===== config.mk =====
export PLATFORM = sky130hd
export DESIGN_NAME = point_frame_receiver_unit
export DESIGN_NICKNAME = d
export VERILOG_FILES = /design/src/hdl/pfr_pkg.sv /design/src/hdl/point_frame_receiver_unit.sv
export VERILOG_INCLUDE_DIRS = /design/src /design/src/hdl
export SDC_FILE = /design/constraint.sdc
export NUM_CORES = 1
export LEC_CHECK = 0
export ABC_AREA = 1
export BUFFER_PORTS_ARGS = -buffer_cell sky130_fd_sc_hd__buf_2
export CAP_MARGIN = 10
export CORE_MARGIN = 2
export CORE_UTILIZATION = 30
export CTS_BUF_LIST = sky130_fd_sc_hd__clkbuf_8
export DETAILED_ROUTE_END_ITERATION = 10
export PLACE_DENSITY = 0.48
export SLEW_MARGIN = 20
export SYNTH_ARGS = -nofsm -noshare
export SYNTH_HDL_FRONTEND = slang
export SYNTH_SLANG_ARGS = --single-unit
export TNS_END_PERCENT = 30

===== constraint.sdc =====
create_clock -name clk -period 2.5 [get_ports clk]
set_input_delay 0.125 -clock clk [delete_from_list [all_inputs] [get_ports clk]]
set_output_delay 0.125 -clock clk [all_outputs]
set_load 0.1 [all_outputs]

===== src/hdl/assert_macros.svh =====
// assertion macros shared by the rtl of the point frame receiver
// no dependencies; each macro compiles to nothing when ASSERT_OFF is defined
`ifndef ASSERT_MACROS_SVH
`define ASSERT_MACROS_SVH

`ifndef ASSERT_OFF
// property must hold at every clock edge outside reset
`define ASSERT_ALWAYS(lbl, clk, rst_n, prop, msg) \
  lbl: assert property (@(posedge clk) disable iff (!rst_n) (prop)) else $error(msg);
// antecedent at one edge implies consequent at the next edge
`define ASSERT_NEXT(lbl, clk, rst_n, ante, cons, msg) \
  lbl: assert property (@(posedge clk) disable iff (!rst_n) (ante) |=> (cons)) else $error(msg);
`else
`define ASSERT_ALWAYS(lbl, clk, rst_n, prop, msg)
`define ASSERT_NEXT(lbl, clk, rst_n, ante, cons, msg)
`endif

`endif


===== src/hdl/pfr_pkg.sv =====
// shared types and constants of the point frame receiver
// no dependencies; imported by point_frame_receiver_unit
package pfr_pkg;

  localparam int BYTE_W      = 8;
  localparam int EV_W        = 3;
  localparam int IDX_W       = 4;
  localparam int CNT_OUT_W   = 5;

  localparam int MAX_POINTS_DEF  = 16;
  localparam int MAX_PAYLOAD_DEF = 254;

  // framing and command bytes
  localparam logic [BYTE_W-1:0] HEADER_BYTE  = 8'hFF;
  localparam logic [BYTE_W-1:0] TRAILER_BYTE = 8'hFE;
  localparam logic [BYTE_W-1:0] CMD_CLEAR    = 8'hAA;
  localparam logic [BYTE_W-1:0] CMD_STORE    = 8'hBB;
  localparam logic [BYTE_W-1:0] CMD_ALL      = 8'hCC;

  typedef enum logic [EV_W-1:0] {
    EV_NONE     = 3'd0,
    EV_CLEARED  = 3'd1,
    EV_STORED   = 3'd2,
    EV_ALL      = 3'd3,
    EV_OVERFLOW = 3'd4,
    EV_UNKNOWN  = 3'd5,
    EV_FULL     = 3'd6
  } frame_ev_t;

endpackage


===== src/hdl/point_frame_receiver_unit.sv =====
// point frame receiver: header/trailer byte frame parser for point commands
// depends on pfr_pkg and assert_macros.svh
//
// channel | dir | word                    | handshake
// --------+-----+-------------------------+-------------------------
// in_     | in  | one received byte       | in_tvalid / in_tready
// out_    | out | event + point + status  | out_tvalid / out_tready
//
// every accepted byte gives exactly one result word in the result register
// one byte per cycle while out_tready is high: frame state updates in a single pass,
//   the result register is the only stage, and it refills in the cycle it drains
// in_tready is low only while a result waits and out_tready is low
// rst_n is synchronous, active low; it returns the parser to header search,
//   clears the point count and the all-points flag
`include "assert_macros.svh"

module point_frame_receiver_unit
  import pfr_pkg::*;
#(
  parameter int MAX_POINTS  = MAX_POINTS_DEF,   // 1 .. 256
  parameter int MAX_PAYLOAD = MAX_PAYLOAD_DEF   // 3 .. 255
) (
  input  logic        clk,
  input  logic        rst_n,
  input  logic        in_tvalid,
  output logic        in_tready,
  input  logic [7:0]  in_tdata,    // [7:0] rx_byte
  output logic        out_tvalid,
  input  logic        out_tready,
  output logic [31:0] out_tdata,   // [3:0] point_index, [11:4] point_a, [19:12] point_b,
                                   // [24:20] point_count, [25] all_points, [31:26] zero
  output logic [2:0]  out_tuser    // [2:0] frame_event
);

  localparam int CNT_W  = $clog2(MAX_POINTS + 1);
  localparam int PCNT_W = $clog2(MAX_PAYLOAD + 1);
  localparam logic [CNT_W-1:0]  MAX_PTS_C = CNT_W'(MAX_POINTS);
  localparam logic [PCNT_W-1:0] MAX_PAY_C = PCNT_W'(MAX_PAYLOAD);

  // frame state
  logic              in_frame_r, in_frame_nxt;
  logic [BYTE_W-1:0] cmd_r, cmd_nxt;
  logic [BYTE_W-1:0] op_a_r, op_a_nxt;
  logic [BYTE_W-1:0] op_b_r, op_b_nxt;
  logic [PCNT_W-1:0] pay_cnt_r, pay_cnt_nxt;
  logic [PCNT_W-1:0] pay_cnt_inc;
  // point state
  logic [CNT_W-1:0]  held_r, held_nxt;
  logic              all_r, all_nxt;

  // result register
  logic              out_valid_r;
  frame_ev_t         out_ev_r, ev_nxt;
  logic [IDX_W-1:0]  out_idx_r, idx_nxt;
  logic [BYTE_W-1:0] out_a_r, a_nxt;
  logic [BYTE_W-1:0] out_b_r, b_nxt;
  logic [CNT_OUT_W-1:0] out_cnt_r;
  logic              out_all_r;

  logic              in_fire;
  logic [CNT_W+IDX_W-1:0]     idx_ext;
  logic [CNT_W+CNT_OUT_W-1:0] cnt_ext;

  // skid-free single stage: take a byte whenever the result slot frees up
  assign in_tready = !out_valid_r || out_tready;
  assign in_fire   = in_tvalid && in_tready;

  assign pay_cnt_inc = pay_cnt_r + PCNT_W'(1);
  // index and count reported masked to their field widths
  assign idx_ext = {{IDX_W{1'b0}}, held_r};
  assign cnt_ext = {{CNT_OUT_W{1'b0}}, held_nxt};

  always_comb begin
    in_frame_nxt = in_frame_r;
    cmd_nxt      = cmd_r;
    op_a_nxt     = op_a_r;
    op_b_nxt     = op_b_r;
    pay_cnt_nxt  = pay_cnt_r;
    held_nxt     = held_r;
    all_nxt      = all_r;
    ev_nxt       = EV_NONE;
    idx_nxt      = '0;
    a_nxt        = '0;
    b_nxt        = '0;

    if (!in_frame_r) begin
      // header search: everything but the header is dropped
      if (in_tdata == HEADER_BYTE) begin
        in_frame_nxt = 1'b1;
      end
    end else if (in_tdata == TRAILER_BYTE) begin
      // end of frame: run the command, then back to header search
      unique case (cmd_r)
        CMD_CLEAR: begin
          held_nxt = '0;
          ev_nxt   = EV_CLEARED;
        end
        CMD_STORE: begin
          if (held_r < MAX_PTS_C) begin
            idx_nxt  = idx_ext[IDX_W-1:0];
            a_nxt    = op_a_r;
            b_nxt    = op_b_r;
            held_nxt = held_r + CNT_W'(1);
            ev_nxt   = EV_STORED;
          end else begin
            ev_nxt   = EV_FULL;
          end
        end
        CMD_ALL: begin
          all_nxt = 1'b1;
          ev_nxt  = EV_ALL;
        end
        default: begin
          ev_nxt = EV_UNKNOWN;
        end
      endcase
      in_frame_nxt = 1'b0;
      cmd_nxt      = '0;
      op_a_nxt     = '0;
      op_b_nxt     = '0;
      pay_cnt_nxt  = '0;
    end else begin
      // payload byte: keep the first three, count them all
      priority if (pay_cnt_r == PCNT_W'(0)) begin
        cmd_nxt = in_tdata;
      end else if (pay_cnt_r == PCNT_W'(1)) begin
        op_a_nxt = in_tdata;
      end else if (pay_cnt_r == PCNT_W'(2)) begin
        op_b_nxt = in_tdata;
      end else begin
        cmd_nxt = cmd_r;
      end
      if (pay_cnt_inc >= MAX_PAY_C) begin
        // runaway frame: drop it
        in_frame_nxt = 1'b0;
        cmd_nxt      = '0;
        op_a_nxt     = '0;
        op_b_nxt     = '0;
        pay_cnt_nxt  = '0;
        ev_nxt       = EV_OVERFLOW;
      end else begin
        pay_cnt_nxt  = pay_cnt_inc;
      end
    end
  end

  // control and frame state
  always_ff @(posedge clk) begin
    if (!rst_n) begin
      in_frame_r  <= 1'b0;
      cmd_r       <= '0;
      op_a_r      <= '0;
      op_b_r      <= '0;
      pay_cnt_r   <= '0;
      held_r      <= '0;
      all_r       <= 1'b0;
      out_valid_r <= 1'b0;
    end else begin
      if (in_fire) begin
        in_frame_r <= in_frame_nxt;
        cmd_r      <= cmd_nxt;
        op_a_r     <= op_a_nxt;
        op_b_r     <= op_b_nxt;
        pay_cnt_r  <= pay_cnt_nxt;
        held_r     <= held_nxt;
        all_r      <= all_nxt;
      end
      if (in_fire) begin
        out_valid_r <= 1'b1;
      end else if (out_tready) begin
        out_valid_r <= 1'b0;
      end
    end
  end

  // result word payload, loaded with each accepted byte
  always_ff @(posedge clk) begin
    if (in_fire) begin
      out_ev_r  <= ev_nxt;
      out_idx_r <= idx_nxt;
      out_a_r   <= a_nxt;
      out_b_r   <= b_nxt;
      out_cnt_r <= cnt_ext[CNT_OUT_W-1:0];
      out_all_r <= all_nxt;
    end
  end

  assign out_tvalid = out_valid_r;
  assign out_tuser  = out_ev_r;
  assign out_tdata  = {6'b0, out_all_r, out_cnt_r, out_b_r, out_a_r, out_idx_r};

  `ASSERT_ALWAYS(a_held_bound, clk, rst_n, held_r <= MAX_PTS_C, "point count above limit")
  `ASSERT_ALWAYS(a_pay_bound, clk, rst_n, pay_cnt_r < MAX_PAY_C, "payload count at limit")
  `ASSERT_ALWAYS(a_idle_clean, clk, rst_n,
    in_frame_r || (pay_cnt_r == '0 && cmd_r == '0 && op_a_r == '0 && op_b_r == '0),
    "frame state not cleared outside a frame")
  `ASSERT_NEXT(a_store_counts, clk, rst_n, in_fire && ev_nxt == EV_STORED,
    held_r == $past(held_r) + CNT_W'(1) && out_ev_r == EV_STORED, "store did not count")
  `ASSERT_NEXT(a_sticky_all, clk, rst_n, all_r && !(in_fire && !rst_n), all_r,
    "all-points flag dropped")

endmodule

# --- Word level (Yosys, flattened, before mapping) ---
# Cells that the tools add are included.
word_totals:
  regBits: 69
  input_bits: 12
  out_inout_bits: 37
  wordCells: 71
classes:
  add_sub_neg: 2
  order_cmp: 2
  eq_ne: 9
  muxes: 31
  reduce_logical: 13
ops:
  columns: ["op", "n"]
  rows:
  - ["8-bit 2-to-1 mux", 14]
  - ["8-bit equality test, second input constant", 5]
  - ["5-bit 2-to-1 mux", 3]
  - ["5-bit one-hot mux with 2 select lines", 1]
  - ["1-bit 2-to-1 mux", 9]
  - ["3-bit 2-to-1 mux", 3]
  - ["3-bit one-hot mux with 3 select lines", 1]
  - ["3-bit nonzero test", 3]
  - ["8-bit by 1-bit adder with 8-bit output, second input constant", 1]
  - ["8-bit by 1-bit equality test with 1-bit output, second input constant", 1]
  - ["8-bit by 2-bit equality test with 1-bit output, second input constant", 1]
  - ["8-bit >= comparator, second input constant", 1]
  - ["8-bit zero test", 1]
  - ["4-bit AND reduction", 2]
  - ["3-bit by 2-bit inequality test with 1-bit output, second input constant", 2]
  - ["5-bit by 1-bit adder with 5-bit output, second input constant", 1]
  - ["5-bit < comparator, second input constant", 1]
  - ["5-bit AND reduction", 1]
  - ["3-bit AND reduction", 1]
  - ["2-bit AND reduction", 1]
  - ["2-bit nonzero test", 1]
  - ["1-bit logical AND", 1]
  - ["1-bit zero test", 1]
  - ["1-bit logical OR", 1]

# --- Logic depth before layout (Yosys ltp) ---
# Gate-level depths: netlist of the first run.
depth:
  word_depth: 6
  depth_mapped: 12
  depth_no_buf: 11

# --- Worst setup path after synthesis of the first run ---
# No wires, ideal clock.
synth_path:
  path_kind: "register to register"
  startpoint: "register out_valid_r, in the netlist out_tvalid"
  endpoint: "register op_a_r[0]"
  setup_time_ns: 0.070
  arrival_time_ns: 2.399
  t_required_ns: 2.430
  setup_slack_ns: 0.030
  stages_incl_launch_ff: 6
  period_less_slack_ns: 2.470
  cell_sequence: "dfxtp_1 > a21oi_4 > nand2_2 > nor3_2 > nand2_1 > a21oi_1"
synth_between:
  elab_chain_len: 4
synth_lines:
  columns: ["item", "line_no", "rtl"]
  rows:
  - ["start, declared", "point_frame_receiver_unit.sv:52", "logic out_valid_r;"]
  - ["start signal, assigned", "point_frame_receiver_unit.sv:157", "out_valid_r <= 1'b0;"]
  - ["start signal, assigned", "point_frame_receiver_unit.sv:169", "out_valid_r <= 1'b1;"]
  - ["start signal, assigned", "point_frame_receiver_unit.sv:171", "out_valid_r <= 1'b0;"]
  - ["1-bit zero test", "point_frame_receiver_unit.sv:65", "assign in_tready = !out_valid_r || out_tready;"]
  - ["1-bit logical OR", "point_frame_receiver_unit.sv:65", null]
  - ["1-bit logical AND", "point_frame_receiver_unit.sv:66", "assign in_fire = in_tvalid && in_tready;"]
  - ["via in_fire", "point_frame_receiver_unit.sv:60", "logic in_fire;"]
  - ["4-bit AND reduction (no source line)", null, null]
  - ["end signal, assigned", "point_frame_receiver_unit.sv:162", "op_a_r <= op_a_nxt;"]
  - ["end, declared", "point_frame_receiver_unit.sv:43", "logic [BYTE_W-1:0] op_a_r, op_a_nxt;"]
# The timed path passes the listed nets, and every way through them passes these cells.
# A chain may end at the register's enable or synchronous reset.

# --- Final worst setup path of the first run ---
layout_path:
  startpoint: "register pay_cnt_r[0]"
  endpoint: "register cmd_r[5]"
layout_between:
  elab_chain_len: 4
  elab_cells_between_ends: 7
layout_lines:
  columns: ["item", "line_no", "rtl"]
  rows:
  - ["start, declared", "point_frame_receiver_unit.sv:45", "logic [PCNT_W-1:0] pay_cnt_r, pay_cnt_nxt;"]
  - ["start signal, assigned", "point_frame_receiver_unit.sv:164", "pay_cnt_r <= pay_cnt_nxt;"]
  - ["8-bit by 1-bit adder with 8-bit output", "point_frame_receiver_unit.sv:68", "assign pay_cnt_inc = pay_cnt_r + PCNT_W'(1);"]
  - ["8-bit >= comparator", "point_frame_receiver_unit.sv:133", "if (pay_cnt_inc >= MAX_PAY_C) begin"]
  - ["3-bit nonzero test (no source line) or 8-bit 2-to-1 mux (tied branches)", null, null]
  - ["3-bit AND reduction (no source line) or 8-bit 2-to-1 mux (tied branches)", null, null]
  - ["end signal, assigned", "point_frame_receiver_unit.sv:161", "cmd_r <= cmd_nxt;"]
  - ["end, declared", "point_frame_receiver_unit.sv:42", "logic [BYTE_W-1:0] cmd_r, cmd_nxt;"]
# Several ways; a longest one is shown, not always the timed one.

==> impl_metrics.tcl, run 1 <==
set metrics [dict create \
    outcome "finished, final reports clean" \
    fillers 1095 \
    finalHoldViolations 0 \
    synth_area_per_cell_um2 8.02 \
    clk_pin_slew_ns 0.07 \
    end_kind "flop" \
    antenna_found_initial 0 \
    synth_top_family_by_area "simple AND/OR/NAND/NOR gates" \
    fin_crit_sh 0.850 \
    synth_area_leader_cell "edfxtp_1" \
    synthCells 397 \
    via_per_inst 4.40 \
    cp_top_family "simple AND/OR/NAND/NOR gates" \
    final_common_cell "nand2_1" \
    worstReg2RegStart "pay_cnt_r[0]" \
    path_max_fanout 10 \
    place.detailed.hpwl_um 4960 \
    grt_pass1_vias 2528 \
    die_h_um 107 \
    power_per_cell_area_mw_per_mm2 663 \
    maxCapViolCount 0 \
    fin_crit_ns 2.12 \
    setup_tns_ns 0 \
    ys_ff_latch 69 \
    slew_violations 0 \
    startpoint "pay_cnt_r[0]" \
    grt_pass1_wl_um 11600 \
    hold_start "rst_n" \
    num_vias 2570 \
    drtPass1Iterations 5 \
    clk_path_buf_depth 2 \
    synth_fa_ha_area_frac 0.0196 \
    placedCellCount 568 \
    grt_max_degree 37 \
    antenna_cells 0 \
    area_delta_synth_final_pct 16.8 \
    crit_top_cell "nor2_1" \
    wl_per_cell_um 11.7 \
    drc 0 \
    worst_pin_slew_ns 0.655 \
    slowest_delay_ns 0.50 \
    reg2reg_slack_ns 0.38 \
    cts_tree "built" \
    rsz0062_at_grt "no" \
    synth-xor-area-share 0.0110 \
    synthTopCellsByArea "edfxtp_1 27%, dfxtp_1 25%, nand2_1 12%" \
    overflow 0 \
    start_util 0.309 \
    synth_mux_area_frac 0 \
    wl_um 6860 \
    netlist_area_mm2 0.00319 \
    grt_use_total 0.129 \
    ys_types 30 \
    finClkSkew_ns 0.00782 \
    clock_tree.htree_level_count 3 \
    crit_required_ns 2.77 \
    worstPathCellList "inv_1 -> ha_1 -> o21ai_0 -> nor2_1 -> nand2_1 -> nor2_1 -> nand2_2 -> nand2_4 -> nor2_1 -> nand2_1 -> a21oi_1" \
    clkLatencyLatePin_ns 0.35 \
    cts_root_buf "clkbuf_8" \
    numPortBuffers 42 \
    clock_sinks 69 \
    power_leakage_nw 1.42 \
    start_kind "flop" \
    io_pins 49 \
    yosys.area_share.simple 0.265 \
    layout-drive-gt1-share 0.172 \
    synth.top_cell.area_share 0.273 \
    instances_no_fill 584 \
    min_path_type "in2reg" \
    fmax_mhz 471 \
    ctsHoldBuffers 0 \
    ys_seq_area_frac 0.525 \
    ant_nets 0 \
    cp_num_buf_inv 1 \
    finalNetCount 460 \
    post_cts_resized 0 \
    die_area_mm2 0.0115 \
    arrival_ns 2.40 \
    final_cell_mix "104 x nand2_1, 52 x nor2_1, 51 x inv_1, 42 x buf_2, 41 x a21oi_1" \
    fp.dieW_um 107 \
    first_iter_violations 119 \
    core_mm2 0.0103 \
    slew-limit-headroom 0.563 \
    synth-compound-area-share 0.0864 \
    cp_slowest_cell "dfxtp_1" \
    row_count 37 \
    postCtsSetupRepairBufs 0 \
    setup_violations 0 \
    path_class "reg2reg" \
    ir_worst_vdd_v 0.000244 \
    cts_buffers 9 \
    synth_warnings 0 \
    gp_congestion 0.803 \
]
[state kept, by name (all words and copies together), names as in the netlist, 3 cells and up]
name       flops
op_b_r         8
cmd_r          8
out_tuser      3
op_a_r         8
out_b_r        8
out_cnt_r      5
held_r         5
pay_cnt_r      8
out_a_r        8
out_idx_r      4
[metal layers]
| metal | part of all wire | up-vias | GRT usage |
|---|---|---|---|
| met3 | 0.048 | 9 | 0.0401 |
| li1 | - | 1345 | - |
| met1 | 0.47 | 1163 | 0.159 |
| met4 | 0.014 | 0 | 0.0547 |
| met2 | 0.46 | 53 | 0.207 |
| met5 | 0 | - | 0 |
[final cells by class]
class,count,area (µm²),area share
inverters,57,214,0.0575
flip-flops and latches,69,1670,0.449
repair buffers,44,225,0.0605
clock inverters,6,62.6,0.0168
well taps,136,170,0.0457
multi-input cells,262,1240,0.333
clock buffers,10,138,0.0370
[final timing paths]
path         endpoint  cells past startpoint
max          cmd_r[5]                     11
min             all_r                      3
max reg2reg  cmd_r[5]                     11
min reg2reg  cmd_r[3]                      2
[worst min-delay path: cells and delay by family]
family,cells,cell delay [ns]
and+or+nand+nor,1,0.04
AOI/OAI and AO/OA,1,0.07
buffers and inverters,1,0.13
[Yosys cell counts]
master	n
a21oi_1	41
a21oi_4	1
buf_2	1
buf_4	7
clkbuf_1	6
clkinv_1	3
conb_1	1
dfxtp_1	40
edfxtp_1	29
ha_1	5
inv_1	51
inv_2	3
nand2_1	104
nand2_2	2
nand2_4	1
nand3_1	16
nand3_2	1
nand4_1	5
nor2_1	52
nor2_2	2
nor3_1	5
nor3_2	4
nor4_1	1
nor4_4	1
o21ai_0	4
o21ai_1	5
o21ai_2	1
or4_1	1
xnor2_1	2
xor2_1	2
[stage by stage]
| step | hold slack, ns | setup WS [ns] | utilization | total power, mW | instance area, µm² |
|---|---|---|---|---|---|
| after floorplan | 0.262 | 0.0303 | - | 1.52 | 3200 |
| after global placement | 0.414 | 0.373 | 0.341 | 1.57 | 3520 |
| after detailed placement | 0.419 | 0.327 | 0.341 | 1.57 | 3520 |
| after CTS | 0.0459 | 0.307 | 0.360 | 2.50 | 3720 |
| final | 0.0635 | 0.375 | 0.360 | 2.47 | 3720 |
| after global routing | 0.0771 | 0.136 | 0.360 | 2.57 | 3720 |
[power breakdown]
group	total (mW)	leakage (nW)	internal, mW	switching (mW)
combinational	0.328	0.699	0.0394	0.288
sequential	1.21	0.618	1.20	0.0110
clock	0.927	0.106	0.486	0.441
[kinds of logic after synthesis]
kind of cell	count (synthesis)
AND/OR/NAND/NOR	195
other	1
adder cells (fa/ha/maj)	5
flip-flops	69
XOR/XNOR	4
AO/OA/AOI/OAI	52
buffers and inverters	71
No activity file was read; power rests on OpenSTA's default activity.
==> inputs of run 2 (changes only) <==
==> constraint.sdc (replaced) <==
create_clock -name clk -period 2.2 [get_ports clk]
set_input_delay 0.11 -clock clk [delete_from_list [all_inputs] [get_ports clk]]
set_output_delay 0.11 -clock clk [all_outputs]
set_load 0.1 [all_outputs]
==> run 2 against run 1 <==
- cell count grew 0.34%
- clock skew up 0.0069 ns
- wire length down 1.0%
- critical endpoint is now op_a_r[7]
==> impl_metrics.tcl, run 2 (synthesized netlist as in run 1, its figures left out) <==
set metrics [dict create \
    outcome "finished, final reports clean" \
    cp_top_family "simple AND/OR/NAND/NOR gates" \
    fmax_mhz 524 \
    power_mw 2.77 \
    row_count 37 \
    grt_use_total 0.130 \
    drtPass1Iterations 4 \
    reg2reg_slack_ns 0.29 \
    use_met1 0.172 \
    setup_violations 0 \
    reg2reg_to "op_a_r[7]" \
    hold_start "rst_n" \
    layout-drive-gt1-share 0.180 \
    ant_nets 0 \
    die_area_mm2 0.0115 \
    min_path_type "in2reg" \
    clkLatencyLatePin_ns 0.35 \
    slowest_delay_ns 0.40 \
    multi_input_area_mm2 0.00124 \
    place.detailed.hpwl_um 4940 \
    met2_usage 0.202 \
    ir_worst_vdd_v 0.000297 \
    fin_crit_ns 1.91 \
    start_util 0.309 \
    finalNetCount 462 \
    end_kind "flop" \
    startpoint "pay_cnt_r[0]" \
    ff2ff_path_depth 11 \
    grt_max_degree 37 \
    fillers 1076 \
    antenna_cells 0 \
    setup_tns_ns 0 \
    power_per_cell_area_mw_per_mm2 742 \
    crit_required_ns 2.44 \
    fp.dieW_um 107 \
    worst_pin_slew_ns 1.06 \
    overflow 0 \
    drc 0 \
    grt.busiest_layer "met2" \
    finalHoldViolations 0 \
    clock_tree.htree_level_count 3 \
    power_leakage_nw 1.42 \
    numPortBuffers 42 \
    antenna_found_initial 0 \
    clk_path_buf_depth 2 \
    grt_pass1_vias 2421 \
    cts_tree "built" \
    slew-limit-headroom 0.286 \
    cp_num_cells 11 \
    start_kind "flop" \
    grtUsageMet3 0.0328 \
    core_mm2 0.0103 \
    grt_pass1_wl_um 11600 \
    cts_buffers 9 \
    final_cell_mix "104 x nand2_1, 51 x nor2_1, 51 x inv_1, 42 x buf_2, 41 x a21oi_1" \
    via_per_inst 4.40 \
    die_h_um 107 \
    cp_slowest_cell "dfxtp_2" \
    num_vias 2577 \
    io_pins 49 \
    min_path_cells 3 \
    worstReg2RegStart "pay_cnt_r[0]" \
    crit_path_end "op_a_r[7]" \
    final_common_cell "nand2_1" \
    maxCapViolCount 0 \
    area_delta_synth_final_pct 17.1 \
    crit_top_cell "nand2_1" \
    clk_pin_slew_ns 0.08 \
    clock_sinks 69 \
    seq_area_mm2 0.00168 \
    worstPathCellList "inv_1 -> ha_1 -> o21ai_0 -> nor2_1 -> nand2_1 -> nor2_1 -> nand2_2 -> nand3_1 -> nand2_1 -> nand2_1 -> a21oi_1" \
    cts_root_buf "clkbuf_8" \
    rsz0062_at_grt "no" \
    path_max_fanout 8 \
    path_class "reg2reg" \
    postCtsSetupRepairBufs 0 \
    fin_crit_sh 0.868 \
    slew_violations 0 \
    wl_per_cell_um 11.6 \
    gp_congestion 0.803 \
    first_iter_violations 85 \
    finClkSkew_ns 0.0147 \
    wl_um 6790 \
    arrival_ns 2.15 \
    cp_num_buf_inv 1 \
]
[run 2: cell count changes in the layout (fill, tap and decap cells not counted)]
| cell | change |
|---|---|
| inv_2 | -1 |
| nor2_1 | -1 |
| clkinv_1 | +2 |
| dfxtp_2 | +3 |
| dfxtp_1 | -3 |
| clkbuf_8 | -1 |
| nor2_2 | +1 |
| buf_4 | +2 |
[run 2: where the power goes]
part           switching, mW  leakage, nW  internal (mW)  total (mW)
registers             0.0126        0.619           1.37        1.38
clock network          0.498        0.100          0.517        1.02
logic                  0.327        0.705         0.0469       0.374
total                  0.838         1.42           1.93        2.77
[run 2: how the worst min path moves through the flow]
stage,end,slack [ns]
finish,all_r,0.04
global route,all_r,0.06
CTS,all_r,0.03
detailed placement,all_r,0.40
global placement,out_tvalid,0.40
floorplan,pay_cnt_r[0],0.25
[run 2: final cells by class]
type / count / share of cell area
clock buffer: 9 / 0.0332
clock inverter: 7 / 0.0178
inverter: 57 / 0.0573
multi-input combinational: 262 / 0.333
sequential: 69 / 0.449
tap: 136 / 0.0456
timing repair buffer: 46 / 0.0644
[run 2: what timing repair did]
item / in CTS / in global routing
endpoints found under the setup margin: 0 / 29
hold buffers: 0 / 0
resized for setup: 0 / 3
[run 2: per-layer routing]
metal  vias to the layer above  wire length, µm
li1                       1349                -
met1                      1158             3310
met2                        61             3080
met4                         0               98
met5                         -                0
met3                         9              295
[run 2: metrics by stage]
step	utilization	setup slack [ns]	std cells	instance area (µm²)	hold slack (ns)
after floorplan	-	-0.00665	402	3210	0.247
after global placement	0.343	0.208	570	3540	0.397
after detailed placement	0.343	0.186	570	3540	0.405
after CTS	0.361	0.165	586	3730	0.0321
after global routing	0.361	0.0201	586	3730	0.0605
final	0.361	0.290	586	3730	0.0448
[run 2: worst min-delay path, delay by kind of cell]
kind                   cells  cell delay (ns)
and+or+nand+nor            1             0.04
buffers and inverters      1             0.12
AOI/OAI and AO/OA          1             0.07
